[src/sv/shunting_yard_rpn_converter_macros.svh]
// assertion macros for the rpn converter module
`ifndef SHUNTING_YARD_RPN_CONVERTER_MACROS_SVH
`define SHUNTING_YARD_RPN_CONVERTER_MACROS_SVH

// condition holds in every cycle out of reset
`define SYR_ASSERT_HOLDS(lbl, expr, msg) \
    lbl: assert property (@(posedge clk) disable iff (!rst_n) (expr)) else $error(msg);

// consequent holds in the same cycle as the antecedent
`define SYR_ASSERT_NOW(lbl, ante, cons, msg) \
    lbl: assert property (@(posedge clk) disable iff (!rst_n) (ante) |-> (cons)) \
        else $error(msg);

// consequent holds in the cycle after the antecedent
`define SYR_ASSERT_NEXT(lbl, ante, cons, msg) \
    lbl: assert property (@(posedge clk) disable iff (!rst_n) (ante) |=> (cons)) \
        else $error(msg);

`endif

[src/sv/syr_pkg.sv]
package syr_pkg;

    localparam int STACK_DEPTH_DEF = 32;
    localparam int REF_W           = 16;
    localparam int PREC_W          = 2;
    localparam int ARITY_W         = 6;

    typedef enum logic [3:0] {
        TK_NUM     = 4'd0,
        TK_OPEN    = 4'd1,
        TK_CLOSE   = 4'd2,
        TK_OPER    = 4'd3,
        TK_FUNC    = 4'd4,
        TK_VAR     = 4'd5,
        TK_COMMA   = 4'd6,
        TK_END     = 4'd7,
        TK_UNKNOWN = 4'd8
    } tok_kind_t;

    typedef enum logic [2:0] {
        OK_NUM  = 3'd0,
        OK_VAR  = 3'd1,
        OK_OPER = 3'd2,
        OK_FUNC = 3'd3,
        OK_END  = 3'd4
    } out_kind_t;

    typedef enum logic [1:0] {
        ERR_NONE     = 2'd0,
        ERR_UNKNOWN  = 2'd1,
        ERR_OVERFLOW = 2'd2,
        ERR_UNBAL    = 2'd3
    } err_code_t;

    typedef enum logic [1:0] {
        ENT_PAREN = 2'd0,
        ENT_OPER  = 2'd1,
        ENT_FUNC  = 2'd2
    } ent_type_t;

    // operator stack entry
    typedef struct packed {
        ent_type_t          etype;
        logic [REF_W-1:0]   handle;
        logic [PREC_W-1:0]  prec;
        logic               la;
    } entry_t;

    // call frame: argument count and argument-seen flag
    typedef struct packed {
        logic [ARITY_W-1:0] count;
        logic               seen;
    } call_ent_t;

    localparam int ENTRY_W = $bits(entry_t);
    localparam int CALL_W  = $bits(call_ent_t);

    typedef struct packed {
        out_kind_t          kind;
        logic [REF_W-1:0]   handle;
        logic [ARITY_W-1:0] arity;
        err_code_t          err;
    } res_t;

    // request from the sequencer to the output stage
    typedef struct packed {
        logic emit;
        logic fin;
        logic flush;
        res_t res;
    } emit_t;

    // answer from the output stage
    typedef struct packed {
        logic ok;
        logic pend_valid;
    } ostat_t;

endpackage

[src/sv/shunting_yard_rpn_converter.sv]
// infix to reverse polish converter, one token per item, stacks held in registered-read ram
// a token that pops nothing sends its result from the exec state into the output register; once
// an entry is popped, each result is held until the next one or the end of the token, then leaves
// through the output register; a new token is accepted only in idle, after exec and any close2,
// func2 or flush state; exec repeats for each stack entry popped, and output stalls hold it
// reset: async active low clears pointers, error flag and output stage; stack ram is kept
`include "shunting_yard_rpn_converter_macros.svh"

module shunting_yard_rpn_converter #(
    parameter int STACK_DEPTH = syr_pkg::STACK_DEPTH_DEF
) (
    input  logic                       clk,
    input  logic                       rst_n,
    input  logic                       in_valid,
    output logic                       in_ready,
    input  logic [3:0]                 token_kind,
    input  logic [syr_pkg::REF_W-1:0]  token_ref,
    input  logic [syr_pkg::PREC_W-1:0] op_precedence,
    input  logic                       op_left_assoc,
    output logic                       out_valid,
    input  logic                       out_ready,
    output logic [2:0]                 out_kind,
    output logic [syr_pkg::REF_W-1:0]  out_ref,
    output logic [syr_pkg::ARITY_W-1:0] out_arity,
    output logic [1:0]                 out_error,
    output logic                       out_last
);
    import syr_pkg::*;

    localparam int IW = $clog2(STACK_DEPTH);
    localparam int PW = $clog2(STACK_DEPTH + 1);
    localparam logic [ARITY_W-1:0] ARITY_MAX = '1;

    typedef enum logic [4:0] {
        S_IDLE   = 5'b00001,
        S_EXEC   = 5'b00010,
        S_CLOSE2 = 5'b00100,
        S_FUNC2  = 5'b01000,
        S_FLUSH  = 5'b10000
    } state_t;

    state_t state_reg, state_next, done_state;
    logic [PW-1:0] sp_reg, sp_next;
    logic [PW-1:0] csp_reg, csp_next;
    logic hold_reg, hold_next;
    err_code_t end_err_reg, end_err_next;
    tok_kind_t tok_kind_reg;
    logic [REF_W-1:0] tok_ref_reg;
    logic [PREC_W-1:0] tok_prec_reg;
    logic tok_la_reg;

    logic op_we, op_re;
    logic [IW-1:0] op_waddr, op_raddr;
    entry_t op_wdata;
    logic [ENTRY_W-1:0] op_rdata;
    logic call_we, call_re;
    logic [IW-1:0] call_waddr, call_raddr;
    call_ent_t call_wdata;
    logic [CALL_W-1:0] call_rdata;

    entry_t top_ent;
    call_ent_t ctop;
    logic [PW-1:0] sp_dec, csp_dec, sp_rd;
    logic sp_nz, csp_nz, sp_full, csp_full, in_fire, pops_oper;
    logic [ARITY_W-1:0] cnt_inc;
    emit_t emit_cmd;
    ostat_t ostat;
    res_t out_res;

    syr_ram #(
        .WIDTH(ENTRY_W),
        .DEPTH(STACK_DEPTH)
    ) u_op_ram (
        .clk  (clk),
        .we   (op_we),
        .waddr(op_waddr),
        .wdata(op_wdata),
        .re   (op_re),
        .raddr(op_raddr),
        .rdata(op_rdata)
    );

    syr_ram #(
        .WIDTH(CALL_W),
        .DEPTH(STACK_DEPTH)
    ) u_call_ram (
        .clk  (clk),
        .we   (call_we),
        .waddr(call_waddr),
        .wdata(call_wdata),
        .re   (call_re),
        .raddr(call_raddr),
        .rdata(call_rdata)
    );

    syr_out u_out (
        .clk      (clk),
        .rst_n    (rst_n),
        .cmd      (emit_cmd),
        .status   (ostat),
        .out_valid(out_valid),
        .out_ready(out_ready),
        .out_res  (out_res),
        .out_last (out_last)
    );

    assign out_kind  = out_res.kind;
    assign out_ref   = out_res.handle;
    assign out_arity = out_res.arity;
    assign out_error = out_res.err;

    assign in_ready = (state_reg == S_IDLE);
    assign in_fire  = in_valid && in_ready;

    assign top_ent  = entry_t'(op_rdata);
    assign ctop     = call_ent_t'(call_rdata);
    assign sp_dec   = sp_reg - PW'(1);
    assign csp_dec  = csp_reg - PW'(1);
    assign sp_nz    = (sp_reg != '0);
    assign csp_nz   = (csp_reg != '0);
    assign sp_full  = (sp_reg >= PW'(STACK_DEPTH));
    assign csp_full = (csp_reg >= PW'(STACK_DEPTH));
    assign cnt_inc  = (ctop.seen && ctop.count != ARITY_MAX) ? ctop.count + ARITY_W'(1)
                                                             : ctop.count;
    assign pops_oper = sp_nz && (top_ent.etype == ENT_OPER) &&
                       ((top_ent.prec > tok_prec_reg) ||
                        ((top_ent.prec == tok_prec_reg) && tok_la_reg));

    // new top of stack is fetched from the pointer after update
    assign sp_rd      = sp_next - PW'(1);
    assign op_raddr   = sp_rd[IW-1:0];
    assign call_raddr = csp_dec[IW-1:0];
    assign call_re    = in_fire;
    assign done_state = ostat.pend_valid ? S_FLUSH : S_IDLE;

    always_comb
    begin
        state_next   = state_reg;
        sp_next      = sp_reg;
        csp_next     = csp_reg;
        hold_next    = hold_reg;
        end_err_next = end_err_reg;
        op_we        = 1'b0;
        op_re        = in_fire;
        op_waddr     = sp_reg[IW-1:0];
        op_wdata     = '{etype: ENT_PAREN, handle: tok_ref_reg, prec: '0, la: 1'b0};
        call_we      = 1'b0;
        call_waddr   = csp_dec[IW-1:0];
        call_wdata   = '{count: ctop.count, seen: 1'b1};
        emit_cmd     = '0;
        emit_cmd.res = '{kind: OK_NUM, handle: tok_ref_reg, arity: '0, err: ERR_NONE};
        if (in_fire)
        begin
            end_err_next = ERR_NONE;
            state_next   = S_EXEC;
        end
        case (state_reg)
            S_IDLE:
            begin
            end
            S_EXEC:
            begin
                if (tok_kind_reg == TK_END)
                begin
                    if (!hold_reg && sp_nz)
                    begin
                        if (top_ent.etype == ENT_OPER)
                        begin
                            emit_cmd.emit       = 1'b1;
                            emit_cmd.res.kind   = OK_OPER;
                            emit_cmd.res.handle = top_ent.handle;
                        end
                        else
                        begin
                            end_err_next = ERR_UNBAL;
                        end
                        if (ostat.ok)
                        begin
                            sp_next = sp_dec;
                            op_re   = 1'b1;
                        end
                    end
                    else
                    begin
                        emit_cmd.emit     = 1'b1;
                        emit_cmd.fin      = 1'b1;
                        emit_cmd.res.kind = OK_END;
                        emit_cmd.res.err  = hold_reg ? ERR_NONE : end_err_reg;
                        if (ostat.ok)
                        begin
                            sp_next    = '0;
                            csp_next   = '0;
                            hold_next  = 1'b0;
                            state_next = done_state;
                        end
                    end
                end
                else if (hold_reg)
                begin
                    state_next = S_IDLE;
                end
                else
                begin
                    case (tok_kind_reg)
                        TK_NUM, TK_VAR:
                        begin
                            emit_cmd.emit     = 1'b1;
                            emit_cmd.fin      = 1'b1;
                            emit_cmd.res.kind = (tok_kind_reg == TK_VAR) ? OK_VAR : OK_NUM;
                            if (ostat.ok)
                            begin
                                call_we    = csp_nz;
                                state_next = done_state;
                            end
                        end
                        TK_OPEN:
                        begin
                            if (sp_full)
                            begin
                                emit_cmd.emit    = 1'b1;
                                emit_cmd.fin     = 1'b1;
                                emit_cmd.res.err = ERR_OVERFLOW;
                                if (ostat.ok)
                                begin
                                    hold_next  = 1'b1;
                                    state_next = done_state;
                                end
                            end
                            else
                            begin
                                op_we      = 1'b1;
                                sp_next    = sp_reg + PW'(1);
                                state_next = done_state;
                            end
                        end
                        TK_OPER:
                        begin
                            if (pops_oper)
                            begin
                                emit_cmd.emit       = 1'b1;
                                emit_cmd.res.kind   = OK_OPER;
                                emit_cmd.res.handle = top_ent.handle;
                                if (ostat.ok)
                                begin
                                    sp_next = sp_dec;
                                    op_re   = 1'b1;
                                end
                            end
                            else if (sp_full)
                            begin
                                emit_cmd.emit    = 1'b1;
                                emit_cmd.fin     = 1'b1;
                                emit_cmd.res.err = ERR_OVERFLOW;
                                if (ostat.ok)
                                begin
                                    hold_next  = 1'b1;
                                    state_next = done_state;
                                end
                            end
                            else
                            begin
                                op_we      = 1'b1;
                                op_wdata   = '{etype: ENT_OPER, handle: tok_ref_reg,
                                               prec: tok_prec_reg, la: tok_la_reg};
                                sp_next    = sp_reg + PW'(1);
                                state_next = done_state;
                            end
                        end
                        TK_FUNC:
                        begin
                            if (sp_full || csp_full)
                            begin
                                emit_cmd.emit    = 1'b1;
                                emit_cmd.fin     = 1'b1;
                                emit_cmd.res.err = ERR_OVERFLOW;
                                if (ostat.ok)
                                begin
                                    hold_next  = 1'b1;
                                    state_next = done_state;
                                end
                            end
                            else
                            begin
                                call_we        = csp_nz;
                                op_we          = 1'b1;
                                op_wdata.etype = ENT_FUNC;
                                sp_next        = sp_reg + PW'(1);
                                state_next     = S_FUNC2;
                            end
                        end
                        TK_CLOSE, TK_COMMA:
                        begin
                            if (!sp_nz || ((top_ent.etype == ENT_PAREN) &&
                                           (tok_kind_reg == TK_COMMA) && !csp_nz))
                            begin
                                emit_cmd.emit    = 1'b1;
                                emit_cmd.fin     = 1'b1;
                                emit_cmd.res.err = ERR_UNBAL;
                                if (ostat.ok)
                                begin
                                    hold_next  = 1'b1;
                                    state_next = done_state;
                                end
                            end
                            else if (top_ent.etype == ENT_PAREN)
                            begin
                                if (tok_kind_reg == TK_CLOSE)
                                begin
                                    sp_next    = sp_dec;
                                    op_re      = 1'b1;
                                    state_next = S_CLOSE2;
                                end
                                else
                                begin
                                    call_we    = 1'b1;
                                    call_wdata = '{count: cnt_inc, seen: 1'b0};
                                    state_next = done_state;
                                end
                            end
                            else
                            begin
                                emit_cmd.emit       = 1'b1;
                                emit_cmd.res.kind   = (top_ent.etype == ENT_FUNC) ? OK_FUNC
                                                                                   : OK_OPER;
                                emit_cmd.res.handle = top_ent.handle;
                                if (ostat.ok)
                                begin
                                    sp_next = sp_dec;
                                    op_re   = 1'b1;
                                end
                            end
                        end
                        default:
                        begin
                            emit_cmd.emit    = 1'b1;
                            emit_cmd.fin     = 1'b1;
                            emit_cmd.res.err = ERR_UNKNOWN;
                            if (ostat.ok)
                            begin
                                hold_next  = 1'b1;
                                state_next = done_state;
                            end
                        end
                    endcase
                end
            end
            S_CLOSE2:
            begin
                if (sp_nz && (top_ent.etype == ENT_FUNC))
                begin
                    emit_cmd.emit       = 1'b1;
                    emit_cmd.fin        = 1'b1;
                    emit_cmd.res.kind   = OK_FUNC;
                    emit_cmd.res.handle = top_ent.handle;
                    emit_cmd.res.arity  = csp_nz ? cnt_inc : '0;
                    if (ostat.ok)
                    begin
                        sp_next    = sp_dec;
                        csp_next   = csp_nz ? csp_dec : csp_reg;
                        state_next = done_state;
                    end
                end
                else
                begin
                    state_next = done_state;
                end
            end
            S_FUNC2:
            begin
                call_we    = 1'b1;
                call_waddr = csp_reg[IW-1:0];
                call_wdata = '{count: '0, seen: 1'b0};
                csp_next   = csp_reg + PW'(1);
                state_next = S_IDLE;
            end
            S_FLUSH:
            begin
                emit_cmd.flush = 1'b1;
                if (ostat.ok)
                begin
                    state_next = S_IDLE;
                end
            end
            default:
            begin
                state_next = S_IDLE;
            end
        endcase
    end

    always_ff @(posedge clk or negedge rst_n)
    begin
        if (!rst_n)
        begin
            state_reg   <= S_IDLE;
            sp_reg      <= '0;
            csp_reg     <= '0;
            hold_reg    <= 1'b0;
            end_err_reg <= ERR_NONE;
        end
        else
        begin
            state_reg   <= state_next;
            sp_reg      <= sp_next;
            csp_reg     <= csp_next;
            hold_reg    <= hold_next;
            end_err_reg <= end_err_next;
        end
    end

    always_ff @(posedge clk)
    begin
        if (in_fire)
        begin
            tok_kind_reg <= tok_kind_t'(token_kind);
            tok_ref_reg  <= token_ref;
            tok_prec_reg <= op_precedence;
            tok_la_reg   <= op_left_assoc;
        end
    end

    `SYR_ASSERT_NEXT(a_accept_exec, in_valid && in_ready, state_reg == S_EXEC, "item not processed after accept")
    `SYR_ASSERT_HOLDS(a_ptr_range, (sp_reg <= PW'(STACK_DEPTH)) && (csp_reg <= PW'(STACK_DEPTH)), "stack pointer beyond depth")
    `SYR_ASSERT_NOW(a_idle_no_pend, state_reg == S_IDLE, !ostat.pend_valid, "held result left at idle")
    `SYR_ASSERT_NOW(a_flush_pend, emit_cmd.flush, ostat.pend_valid, "flush with nothing held")

endmodule

[src/sv/syr_ram.sv]
module syr_ram #(
    parameter int WIDTH = syr_pkg::ENTRY_W,
    parameter int DEPTH = syr_pkg::STACK_DEPTH_DEF
) (
    input  logic                     clk,
    input  logic                     we,
    input  logic [$clog2(DEPTH)-1:0] waddr,
    input  logic [WIDTH-1:0]         wdata,
    input  logic                     re,
    input  logic [$clog2(DEPTH)-1:0] raddr,
    output logic [WIDTH-1:0]         rdata
);
    import syr_pkg::*;

    logic [WIDTH-1:0] mem [DEPTH];

    always_ff @(posedge clk)
    begin
        if (we)
        begin
            mem[waddr] <= wdata;
        end
        if (re)
        begin
            rdata <= mem[raddr];
        end
    end

endmodule

[src/sv/syr_out.sv]
module syr_out (
    input  logic           clk,
    input  logic           rst_n,
    input  syr_pkg::emit_t cmd,
    output syr_pkg::ostat_t status,
    output logic           out_valid,
    input  logic           out_ready,
    output syr_pkg::res_t  out_res,
    output logic           out_last
);
    import syr_pkg::*;

    logic out_valid_reg, out_valid_next;
    res_t out_res_reg, out_res_next;
    logic out_last_reg, out_last_next;
    logic pend_valid_reg, pend_valid_next;
    res_t pend_res_reg, pend_res_next;
    logic slot_free;
    logic load;

    assign slot_free = !out_valid_reg || out_ready;

    // one result is held back until it is known whether it ends the item
    always_comb
    begin
        load              = 1'b0;
        out_res_next      = out_res_reg;
        out_last_next     = out_last_reg;
        pend_valid_next   = pend_valid_reg;
        pend_res_next     = pend_res_reg;
        status.ok         = 1'b1;
        status.pend_valid = pend_valid_reg;
        if (cmd.emit)
        begin
            if (pend_valid_reg)
            begin
                status.ok = slot_free;
                if (slot_free)
                begin
                    load          = 1'b1;
                    out_res_next  = pend_res_reg;
                    out_last_next = 1'b0;
                    pend_res_next = cmd.res;
                end
            end
            else if (cmd.fin)
            begin
                status.ok = slot_free;
                if (slot_free)
                begin
                    load          = 1'b1;
                    out_res_next  = cmd.res;
                    out_last_next = 1'b1;
                end
            end
            else
            begin
                pend_valid_next = 1'b1;
                pend_res_next   = cmd.res;
            end
        end
        else if (cmd.flush)
        begin
            status.ok = slot_free;
            if (slot_free)
            begin
                load            = 1'b1;
                out_res_next    = pend_res_reg;
                out_last_next   = 1'b1;
                pend_valid_next = 1'b0;
            end
        end
        out_valid_next = load || (out_valid_reg && !out_ready);
    end

    always_ff @(posedge clk or negedge rst_n)
    begin
        if (!rst_n)
        begin
            out_valid_reg  <= 1'b0;
            pend_valid_reg <= 1'b0;
        end
        else
        begin
            out_valid_reg  <= out_valid_next;
            pend_valid_reg <= pend_valid_next;
        end
    end

    always_ff @(posedge clk)
    begin
        out_res_reg  <= out_res_next;
        out_last_reg <= out_last_next;
        pend_res_reg <= pend_res_next;
    end

    assign out_valid = out_valid_reg;
    assign out_res   = out_res_reg;
    assign out_last  = out_last_reg;

endmodule

[config.mk]
export PLATFORM = sky130hd
export DESIGN_NAME = shunting_yard_rpn_converter
export DESIGN_NICKNAME = d
export VERILOG_FILES = /design/src/sv/syr_pkg.sv /design/src/sv/shunting_yard_rpn_converter.sv /design/src/sv/syr_ram.sv /design/src/sv/syr_out.sv
export VERILOG_INCLUDE_DIRS = /design/src /design/src/sv
export SDC_FILE = /design/constraint.sdc
export NUM_CORES = 1
export LEC_CHECK = 0
export BUFFER_PORTS_ARGS = -buffer_cell sky130_fd_sc_hd__clkbuf_2
export CORE_ASPECT_RATIO = 2
export CORE_MARGIN = 3
export CORE_UTILIZATION = 40
export CTS_BUF_LIST = sky130_fd_sc_hd__clkbuf_2 sky130_fd_sc_hd__clkbuf_4 sky130_fd_sc_hd__clkbuf_8
export DETAILED_ROUTE_END_ITERATION = 16
export PLACE_DENSITY = 0.62
export REMOVE_ABC_BUFFERS = 1
export SYNTH_ARGS = -nofsm -noshare
export SYNTH_HDL_FRONTEND = slang
export SYNTH_HIERARCHICAL = 1
export SYNTH_SLANG_ARGS = --single-unit
[constraint.sdc]
create_clock -name clk -period 5.9 [get_ports clk]
set_input_delay 1.77 -clock clk [delete_from_list [all_inputs] [get_ports clk]]
set_output_delay 1.77 -clock clk [all_outputs]
set_load 0.05 [all_outputs]
Word level (Yosys, flattened, before mapping)

Memory sizes are Yosys's and may differ from the RTL's. A register that Yosys moved wholly into a read port is not among the register bits.
Index checks and enable logic that the tools add are counted.

Flip-flop bits (word level): 100
Memory bits (writable): 896
Bits of input ports: 27
Output and inout bits: 30
Word-level logic and storage cells: 263
Memories: 2

$add $sub $neg: 6
$lt $le $gt $ge: 3
Equal/unequal tests: 29
Multiplexer cells: 168
Reduce and logical (&&, ||, !) cells: 35

Memories:

| memory         | depth | width | read ports | clocked after Yosys merged registers in | wr ports | line          | RTL |
|---|---|---|---|---|---|---|---|
| u_op_ram.mem   | 32    | 21    | 1          | 1                                       | 1        | syr_ram.sv:15 | `logic [WIDTH-1:0] mem [DEPTH];` |
| u_call_ram.mem | 32    | 7     | 1          | 1                                       | 1        | syr_ram.sv:15 |  |

Operators with widths:

| kind                                           | count |
|---|---|
| two-way mux 27 bit                             | 8 |
| two-way mux 6 bit                              | 21 |
| two-way mux 5 bit                              | 15 |
| two-way mux 18 bit                             | 4 |
| two-way mux 1 bit                              | 65 |
| two-way mux 21 bit                             | 3 |
| two-way mux 19 bit                             | 3 |
| two-way mux 7 bit                              | 6 |
| two-way mux 2 bit                              | 20 |
| two-way mux 20 bit                             | 2 |
| case mux 5 bit (4 select lines)                | 2 |
| case mux 19 bit (2 select lines)               | 1 |
| case mux 16 bit (2 select lines)               | 1 |
| two-way mux 24 bit                             | 1 |
| case mux 6 bit (4 select lines)                | 1 |
| adder 6 x 1 -> 6 bit (second input constant)   | 3 |
| != test 2 bit (second input constant)          | 9 |
| case mux 6 bit (3 select lines)                | 1 |
| == test 4 x 3 -> 1 bit (second input constant) | 4 |
| two-way mux 16 bit                             | 1 |
| case mux 7 bit (2 select lines)                | 1 |
| >= comparator 6 bit (second input constant)    | 2 |
| case mux 6 bit (2 select lines)                | 1 |
| AND reduction 3 bit                            | 4 |
| 37 further kinds                               | 62 |

Depth between registers and ports, before layout

Gate-level depths: netlist (run 1).

Depth in word-level cells: 20
Depth in mapped cells: 30
Mapped depth without buffers: 28

By module

The synthesis (run 1) kept the hierarchy.

By module, submodules not included:

| module                      | instances | cells each | area an instance (sq um) | sequential area each (sq um) |
|---|---|---|---|---|
| syr_ram (u_op_ram)          | 1         | 1481       | 26962.1                  | 20810.0 |
| syr_ram (u_call_ram)        | 1         | 370        | 8903.5                   | 6936.7 |
| shunting_yard_rpn_converter | 1         | 541        | 4058.9                   | 1192.4 |
| syr_out                     | 1         | 198        | 2378.5                   | 1701.6 |

Worst setup path after synthesis (run 1)

No wires, ideal clock.

Kind: reg-to-reg
Start point: register sp_reg[0]
End point: register u_op_ram.rdata[0] (read register of u_op_ram.mem) (data pin)
Library setup time: 0.263 ns
Arrival time: 5.542 ns
Data required time: 5.637 ns
Setup slack: 0.095 ns
Stages on the path, launching flop included: 31
Buffers on the path: 5
Period minus slack after synthesis: 5.805 ns
Cells stage by stage: dfrtp_1 inv_1 ha_1 buf_1 and2_1 buf_2 nor2_1 nand2_1 a2111oi_0 o21ai_0 nand2b_1 buf_6 o22ai_1 or2_1 clkbuf_1 o21ai_0 o22ai_1 a211o_1 a31oi_1 a211oi_1 or4b_4 inv_1 ha_1 inv_1 nor3_1 xor2_1 or2_2 clkbuf_1 nor3_1 a31oi_1 nand3_1

RTL lines:

| element                | line                               | RTL |
|---|---|---|
| start, declared        | shunting_yard_rpn_converter.sv:43  | `logic [PW-1:0] sp_reg, sp_next;` |
| start signal, assigned | shunting_yard_rpn_converter.sv:404 | `sp_reg <= sp_next;` |
| end, declared          | syr_ram.sv:11                      | `output logic [WIDTH-1:0] rdata` |

==> impl_metrics.ini, run 1 <==
[floorplan]
design.core.area_sq_um = 101000
initial_utilization_pct = 40.5
ios = 57
dieArea_sq_um = 107000
fp-row-count = 165
die_x_microns = 233
die_h_microns = 459

[sta]
setup_viol = 0
finalMaxSlewViolations = 0
worst_pin_slew_ns = 1.26
fmax_ghz = 0.174
max_slew_margin_pct = 15.6
skew_ns = 0.0338
hold_violations = 0
fin_crit_sh_pct = 97.1
final.setup.worst_slack_ns = 0.169
setup-tns-final_ns = 0
period_needed_ns = 5.73

[layout]
final_util_pct = 46.4
final_area_sq_um = 47000
drive_above_1_share_pct = 22.6
syn_to_final_growth_pct = 14.5
fin_nets = 2786
largest_reg_flops = 640
top_regs = u_op_ram/mem x640, u_call_ram/mem x224
top_register = u_op_ram/mem

[power]
powerDensity_nw_per_um2 = 506
ir_drop_uv = 415
p_leak_nw = 16.9

[run]
drv_cap = 0

[cts]
cts_buffer_depth = 3
cts.clk_slew.worst_paths_ns = 0.07
cts_tree = yes
insertion_delay_ns = 0.83
holdBufCountCts = 0
cts.htree.levels = 4
cts.sinks = 991
cts_buffers = 136
cts_root_buffer = clkbuf_8

[worst_setup_path]
critPathMaxFanout = 7
slowest_stage = or4b_4
worst-r2r-cell-count = 30
path_common_cell = buf_4
reg2reg_from = u_op_ram/rdata[2]$_DFFE_PP_
critical_path_required_ns = 6.44
cpPeakStageDelay_ns = 0.52
critPathKind = reg2reg
r2r_end = u_op_ram/rdata[7]$_DFFE_PP_
crit_arrival_ns = 6.27
rrSetupSlack_ns = 0.17
start_kind = flop
cp-end-kind = flop

[worst_hold_path]
holdPathEnd = end_err_reg[0]$_DFF_PN0_
hp-class = reg2reg
min_path_cells = 2
hp-start = end_err_reg[0]$_DFF_PN0_

[drt]
dr.pass1.iters = 5
drtIter0Drc = 1862
wirelength_mm = 108
vias_per_cell = 5.61
avgRoutedWirePerCell_microns = 25.8
detail-route-antenna-nets = 0
drc = 0
routed-via-count = 23500

[place]
gp_congestion = 0.901
place_ws_ns = -0.277
post_dp_cell_area_sq_um = 43700
hpwlAfterDp_mm = 73.3
port_buffers = 56

[run_status]
status = finished clean

[synthesis]
synthCells = 2525
yosys_warnings = 6
synthesis.area_sq_um = 41100
synth_area_per_cell_sq_um = 16.3

[grt]
grt_use_total_pct = 20.2
grt_pass1_wl_mm = 160
grt-ovfl-total = 0
grt_max_degree = 75
grt_pass1_vias = 24300
antenna_found_initial = 2
==> metrics by stage <==
stage | total power, mW | std cells | hold slack, ns
finish | 23.8 | 4195 | 0.489
global route | 24.9 | 4194 | 0.529
CTS | 23.6 | 4182 | 0.503
detailed placement | 17.9 | 3936 | 0.480
global placement | 17.8 | 3936 | 0.467
floorplan | 13.9 | 2376 | 0.446
==> placed cells by master (no fill, tap or decap), types with 60 or more instances in the layout <==
cell	n
mux2i_1	324
buf_4	155
a21oi_1	71
clkbuf_8	137
mux4_2	70
edfxtp_1	969
nand2_1	189
a22oi_1	84
nand3_1	60
nor2_1	102
==> timing repair <==
item | in CTS | in global routing
setup buffers | 0 | 6
cloned | 0 | 3
setup endpoints to repair | 20 | 23
resized for setup | 6 | 39
pin swaps | 0 | 15
==> power by group <==
group	internal (mW)	leakage (nW)	switching, mW
Clock	3.05	1.52	2.59
Combinational	3.78	6.36	5.66
Sequential	8.45	9.01	0.265
==> routing by layer <==
| layer | GRT usage (%) | routed length [microns] | part of all wire [%] |
|---|---|---|---|
| met4 | 8.67 | 5100 | 4.7 |
| met5 | 0 | 20 | 0.018 |
| met3 | 3.43 | 4900 | 4.5 |
| met1 | 22.6 | 39100 | 36 |
| met2 | 37.5 | 59100 | 55 |
==> worst max path at each step <==
stage,depth (start not counted),startpoint,slack (ns),endpoint
finish,30,u_op_ram/rdata[2]$_DFFE_PP_,0.17,u_op_ram/rdata[7]$_DFFE_PP_
global route,31,u_op_ram/rdata[1]$_DFFE_PP_,-0.01,u_op_ram/rdata[12]$_DFFE_PP_
CTS,27,tok_kind_reg[0]$_DFFE_PP_,0.01,u_op_ram/rdata[13]$_DFFE_PP_
detailed placement,29,u_op_ram/rdata[20]$_DFFE_PP_,-0.28,u_op_ram/rdata[13]$_DFFE_PP_
global placement,29,u_op_ram/rdata[20]$_DFFE_PP_,-0.28,u_op_ram/rdata[13]$_DFFE_PP_
floorplan,25,csp_reg[0]$_DFFE_PN0P_,-15.20,u_op_ram/rdata[10]$_DFFE_PP_
==> final cells by class <==
type	instances	area, sq um
Antenna cell	3	7.51
Clock buffer	180	2210
Clock inverter	66	696
Fill cell	8601	54400
Inverter	27	110
Multi-Input combinational cell	1358	10800
Sequential cell	991	29600
Tap cell	1336	1670
Timing Repair Buffer	234	1880
==> worst max-delay path, delay by kind of cell, from the launching register on <==
family	cells	cell delay, ns
AOI/OAI and AO/OA	10	1.62
adders and majority gates	2	0.44
xor gates and xnor gates	1	0.17
buffers and inverters	7	0.94
and+or+nand+nor	10	1.77
DFF	1	0.51
Note: power is estimated with default switching activity, not from simulation.
==> run 2, diff against run 1 <==
--- a/config.mk
+++ b/config.mk
@@ -6,7 +6,7 @@
 export SDC_FILE = /design/constraint.sdc
 export NUM_CORES = 1
 export LEC_CHECK = 0
-export BUFFER_PORTS_ARGS = -buffer_cell sky130_fd_sc_hd__clkbuf_2
+export BUFFER_PORTS_ARGS = -buffer_cell sky130_fd_sc_hd__buf_2
 export CORE_ASPECT_RATIO = 2
 export CORE_MARGIN = 3
 export CORE_UTILIZATION = 40
==> run 2 against run 1 <==
Compared with the run above:
- sequential share of layout area is 0.082 points higher
- wire length grew 2.1%
- clock power shrank 5.0%
- die area stayed put
- worst setup slack improved by 0.028 ns
- sequential power rose by 0.6%
==> impl_metrics.ini, run 2 (synthesized netlist as in run 1, its figures left out) <==
[grt]
grt_pass1_vias = 24300
grt-ovfl-total = 0
grt_pass1_wl_mm = 161
grt_use_total_pct = 20.5
grt_max_degree = 65
antenna_found_initial = 2

[floorplan]
ios = 57
die_x_microns = 233
dieArea_sq_um = 107000
fp-row-count = 165
design.core.area_sq_um = 101000
die_h_microns = 459
initial_utilization_pct = 40.5

[sta]
setup_viol = 0
fmax_ghz = 0.175
period_needed_ns = 5.70
worst_pin_slew_ns = 1.36
fin_crit_sh_pct = 96.7
setup-tns-final_ns = 0
final.setup.worst_slack_ns = 0.197
max_slew_margin_pct = 8.90
hold_violations = 0
finalMaxSlewViolations = 0
skew_ns = 0.0363
hold_ws_ns = 0.481

[drt]
drc = 0
routed-via-count = 23700
vias_per_cell = 5.63
drtIter0Drc = 1906
route.met3.wl_mm = 5.19
wirelength_mm = 111
detail-route-antenna-nets = 0
avgRoutedWirePerCell_microns = 26.2
drt-met1-wl_mm = 39.2
dr.pass1.iters = 6
routed-wl-met2_mm = 60.4
top_layer_used = met4

[cts]
cts_buffers = 136
insertion_delay_ns = 0.81
cts_buffer_depth = 3
cts_root_buffer = clkbuf_8
cts.htree.levels = 4
cts.sinks = 991
cts_tree = yes
cts.clk_slew.worst_paths_ns = 0.07

[worst_setup_path]
critical_path_buf_inv_count = 8
critPathMaxFanout = 8
slowest_stage = or4b_4
start_kind = flop
crit_arrival_ns = 6.24
cp-end-kind = flop
critPathKind = reg2reg
crit_family = simple AND/OR/NAND/NOR gates
critical_path_required_ns = 6.44
cpPeakStageDelay_ns = 0.59
path_common_cell = buf_4

[layout]
fin_nets = 2807
final_common_cell = edfxtp_1
largest_reg_flops = 640
top_register = u_op_ram/mem
most-common-layout-cells = edfxtp_1, mux2i_1, nand2_1
fillers = 8620
top_regs = u_op_ram/mem x640, u_call_ram/mem x224
seqCellArea_sq_um = 29600
multi_input_area_sq_um = 10700
drive_above_1_share_pct = 22.2
syn_to_final_growth_pct = 14.4
final_cells = 4213

[power]
powerDensity_nw_per_um2 = 509
power_mw = 23.9
p_leak_nw = 16.9
ir_drop_uv = 480

[place]
place_inst = 3955
gp_congestion = 0.923
port_buffers = 56
place_ws_ns = -0.128
hpwlAfterDp_mm = 74.5

[run_status]
status = finished clean

[worst_hold_path]
hp-class = reg2reg

[run]
drv_cap = 0
==> run 2: per-layer routing <==
metal | GRT usage [%] | up-vias
li1 | - | 10400
met2 | 37.9 | 906
met5 | 0 | -
met4 | 10.3 | 0
met1 | 22.8 | 12100
met3 | 2.97 | 269
==> run 2: where the power goes <==
group	switching [mW]	internal (mW)	total [mW]
clock network	2.58	2.77	5.35
registers	0.314	8.45	8.77
logic	5.82	3.98	9.80
total	8.71	15.2	23.9
==> run 2: metrics by stage <==
step | util (%) | area [sq um]
2_1_floorplan | - | 40100
4_1_cts | 46.0 | 46600
3_5_place_dp | 43.3 | 43900
6_report | 46.3 | 46900
5_1_grt | 46.3 | 46900
3_3_place_gp | 43.3 | 43900
==> run 2: worst paths after layout <==
kind                            depth (start not counted)  slack (ns)                   startpoint                            to
worst max-delay path                                   31        0.20  u_op_ram/rdata[1]$_DFFE_PP_  u_op_ram/rdata[19]$_DFFE_PP_
worst min-delay path                                    2        0.48     end_err_reg[1]$_DFF_PN0_      end_err_reg[1]$_DFF_PN0_
min in group asynchronous                               1        0.99                        rst_n           sp_reg[1]$_DFF_PN0_
worst max register to register                         31        0.20  u_op_ram/rdata[1]$_DFFE_PP_  u_op_ram/rdata[19]$_DFFE_PP_
worst min register to register                          2        0.48     end_err_reg[1]$_DFF_PN0_      end_err_reg[1]$_DFF_PN0_
max in group asynchronous                               1        4.49                        rst_n     u_out/out_valid$_DFF_PN0_
==> run 2: cell type report <==
type,count,area share (%)
flip-flops and latches,991,63.2
multi-input cells,1358,22.7
clock buffers,170,4.56
repair buffers,255,4.46
well taps,1336,3.56
clock inverters,75,1.29
inverters,27,0.235
diodes,1,0.00533
==> run 2: worst min-delay path, cell delays in order, from the launching register on <==
cell	delay, ns
dfrtp_1	0.34
nand2_1	0.05
nand2_1	0.05
==> run 2: timing repair <==
item                                    CTS  global route
cloned                                    0             4
buffers inserted                          0             9
pin swaps                                 0            12
hold buffers                              0             0
gates resized for setup                   1            29
endpoints found under the setup margin   10            20
==> run 3, diff against run 2 <==
--- a/config.mk
+++ b/config.mk
@@ -10,7 +10,7 @@
 export CORE_ASPECT_RATIO = 2
 export CORE_MARGIN = 3
 export CORE_UTILIZATION = 40
-export CTS_BUF_LIST = sky130_fd_sc_hd__clkbuf_2 sky130_fd_sc_hd__clkbuf_4 sky130_fd_sc_hd__clkbuf_8
+export CTS_BUF_LIST = sky130_fd_sc_hd__clkbuf_16
 export DETAILED_ROUTE_END_ITERATION = 16
 export PLACE_DENSITY = 0.62
 export REMOVE_ABC_BUFFERS = 1
==> run 3 against run 2 <==
Compared with the run above:
- cell count decreased by 2.3%
- non-clock buffer count decreased by 4
- sequential power about the same
- die area unchanged
- sequential share of layout area is 0.099 points lower
- cell area is 0.16% higher
- clock-buffer cell count down 85
- critical path depth unchanged
- worst setup slack improved by 0.0063 ns
- via count down 1.6%
- first-iteration DRC count is 11% higher
- maximum frequency increased by 0.11%
- largest cell class unchanged
- largest power group unchanged
- highest routed layer unchanged
==> impl_metrics.ini, run 3 (synthesized netlist as in run 1, its figures left out) <==
[run_status]
status = finished clean

[layout]
top_regs = u_op_ram/mem x640, u_call_ram/mem x224
fin_nets = 2752
final_cells = 4118
largest_reg_flops = 640
most-common-layout-cells = edfxtp_1, mux2i_1, nand2_1
top_register = u_op_ram/mem
syn_to_final_growth_pct = 14.5
drive_above_1_share_pct = 19.9
final_common_cell = edfxtp_1

[power]
power_frac_seq_pct = 36.3
clockPowerShare_pct = 24.0
p_sw_share_pct = 35.8
p_leak_nw = 16.9
combPwrFrac_pct = 39.7
power_switching_mw = 8.64
intPower_mw = 15.5
powerDensity_nw_per_um2 = 513
ir_drop_uv = 538

[place]
gp_congestion = 0.923
place_ws_ns = -0.128
hpwlAfterDp_mm = 74.5
place_inst = 3955
port_buffers = 56

[worst_setup_path]
critPathKind = reg2reg
critPathMaxFanout = 33
worstSetupStartpoint = u_op_ram/rdata[1]$_DFFE_PP_
crit_end = u_op_ram/rdata[14]$_DFFE_PP_
r2r_end = u_op_ram/rdata[14]$_DFFE_PP_
critical_path_required_ns = 6.31
reg2reg_from = u_op_ram/rdata[1]$_DFFE_PP_
crit_family = simple AND/OR/NAND/NOR gates
crit_cells = 31
critical_path_buf_inv_count = 9
worst-r2r-cell-count = 31
start_kind = flop
rrSetupSlack_ns = 0.20
cpPeakStageDelay_ns = 0.59
slowest_stage = or4b_4
cp-end-kind = flop
crit_arrival_ns = 6.11
path_common_cell = buf_4

[floorplan]
fp-row-count = 165
die_h_microns = 459
dieArea_sq_um = 107000
ios = 57
design.core.area_sq_um = 101000
initial_utilization_pct = 40.5
die_x_microns = 233

[drt]
wirelength_mm = 109
routed-via-count = 23400
avgRoutedWirePerCell_microns = 26.5
detail-route-antenna-nets = 0
drc = 0
drtIter0Drc = 2108
dr.pass1.iters = 7
vias_per_cell = 5.67

[cts]
insertion_delay_ns = 0.71
cts_buffer_depth = 3
cts.htree.levels = 3
cts.sinks = 991
holdBufCountCts = 0
cts_buffers = 85
cts_tree = yes
cts.clk_slew.worst_paths_ns = 0.07
cts_root_buffer = clkbuf_16

[sta]
fmax_ghz = 0.176
skew_ns = 0.0455
final.setup.worst_slack_ns = 0.203
period_needed_ns = 5.70
setup_viol = 0
finalMaxSlewViolations = 0
max_slew_margin_pct = 11.1
setup-tns-final_ns = 0
worst_pin_slew_ns = 1.33
fin_crit_sh_pct = 96.6
hold_violations = 0

[grt]
grt_max_degree = 65
grt_pass1_wl_mm = 160
antenna_found_initial = 3
grt_use_total_pct = 20.4
grt_pass1_vias = 24100
grt-ovfl-total = 0

[run]
drv_cap = 0

[worst_hold_path]
hp-class = reg2reg
min_path_cells = 2
## run 3: changes by cell type in the layout (fill, tap and decap cells not counted), sizes merged
cell | previous run | this run
clkbuf | 174 | 87
clkinv | 57 | 38
inv | 32 | 40
bufinv | 8 | 11
buf | 251 | 249
clkinvlp | 5 | 7
## run 3: final cells by class
cell class                      count  area, sq um
Clock buffer                       85         2130
Sequential cell                   991        29600
Antenna cell                        1         2.50
Fill cell                        8517        54300
Inverter                           27          110
Multi-Input combinational cell   1358        10700
Tap cell                         1336         1670
Timing Repair Buffer              251         2000
Clock inverter                     69          805
## run 3: worst min-delay path by stage
stage	endpoint	startpoint	slack, ns
after floorplan	end_err_reg[1]$_DFF_PN0_	end_err_reg[1]$_DFF_PN0_	0.45
after global placement	end_err_reg[1]$_DFF_PN0_	end_err_reg[1]$_DFF_PN0_	0.46
after detailed placement	end_err_reg[1]$_DFF_PN0_	end_err_reg[1]$_DFF_PN0_	0.46
after CTS	end_err_reg[1]$_DFF_PN0_	end_err_reg[1]$_DFF_PN0_	0.48
after global routing	end_err_reg[1]$_DFF_PN0_	end_err_reg[1]$_DFF_PN0_	0.51
final	end_err_reg[1]$_DFF_PN0_	end_err_reg[1]$_DFF_PN0_	0.48
## run 3: timing repair
action,CTS,global route
setup buffers,0,6
endpoints found under the hold margin,0,0
pin swaps,0,8
gates resized for setup,2,22
endpoints found under the setup margin,12,20
cloned,0,2
## run 3: power groups by stage
stage	Clock (mW)	Combinational (mW)	Sequential, mW
after floorplan	0	5.00	8.86
after global placement	0	9.16	8.90
after detailed placement	0	9.29	8.91
after CTS	5.92	9.30	8.77
after global routing	6.19	10.2	8.80
final	5.79	9.58	8.77
## run 3: worst register-to-register path, delay by kind of cell (launching register included)
kind	cells	cell delay, ns
and+or+nand+nor	10	1.83
adders and majority gates	2	0.36
DFF	1	0.46
xor gates and xnor gates	1	0.13
buffers and inverters	9	1.36
AOI/OAI and AO/OA	9	1.30
## run 3: per-layer routing
| layer | vias up | wire, microns | part of all wire [%] | global-route usage (%) |
|---|---|---|---|---|
| met5 | - | 0 | 0 | 0 |
| met4 | 0 | 5710 | 5.2 | 9.77 |
| met3 | 253 | 5160 | 4.7 | 2.57 |
| met2 | 866 | 59300 | 54 | 37.7 |
| li1 | 10300 | - | - | - |
| met1 | 11900 | 39000 | 36 | 22.9 |
## run 3: metrics by stage
step	hold slack (ns)	util [%]	area [sq um]	total power, mW
2_1_floorplan	0.446	-	40100	13.9
3_3_place_gp	0.464	43.3	43900	18.1
3_5_place_dp	0.464	43.3	43900	18.2
4_1_cts	0.484	46.2	46800	24.0
5_1_grt	0.506	46.4	47000	25.2
6_report	0.480	46.4	47000	24.1
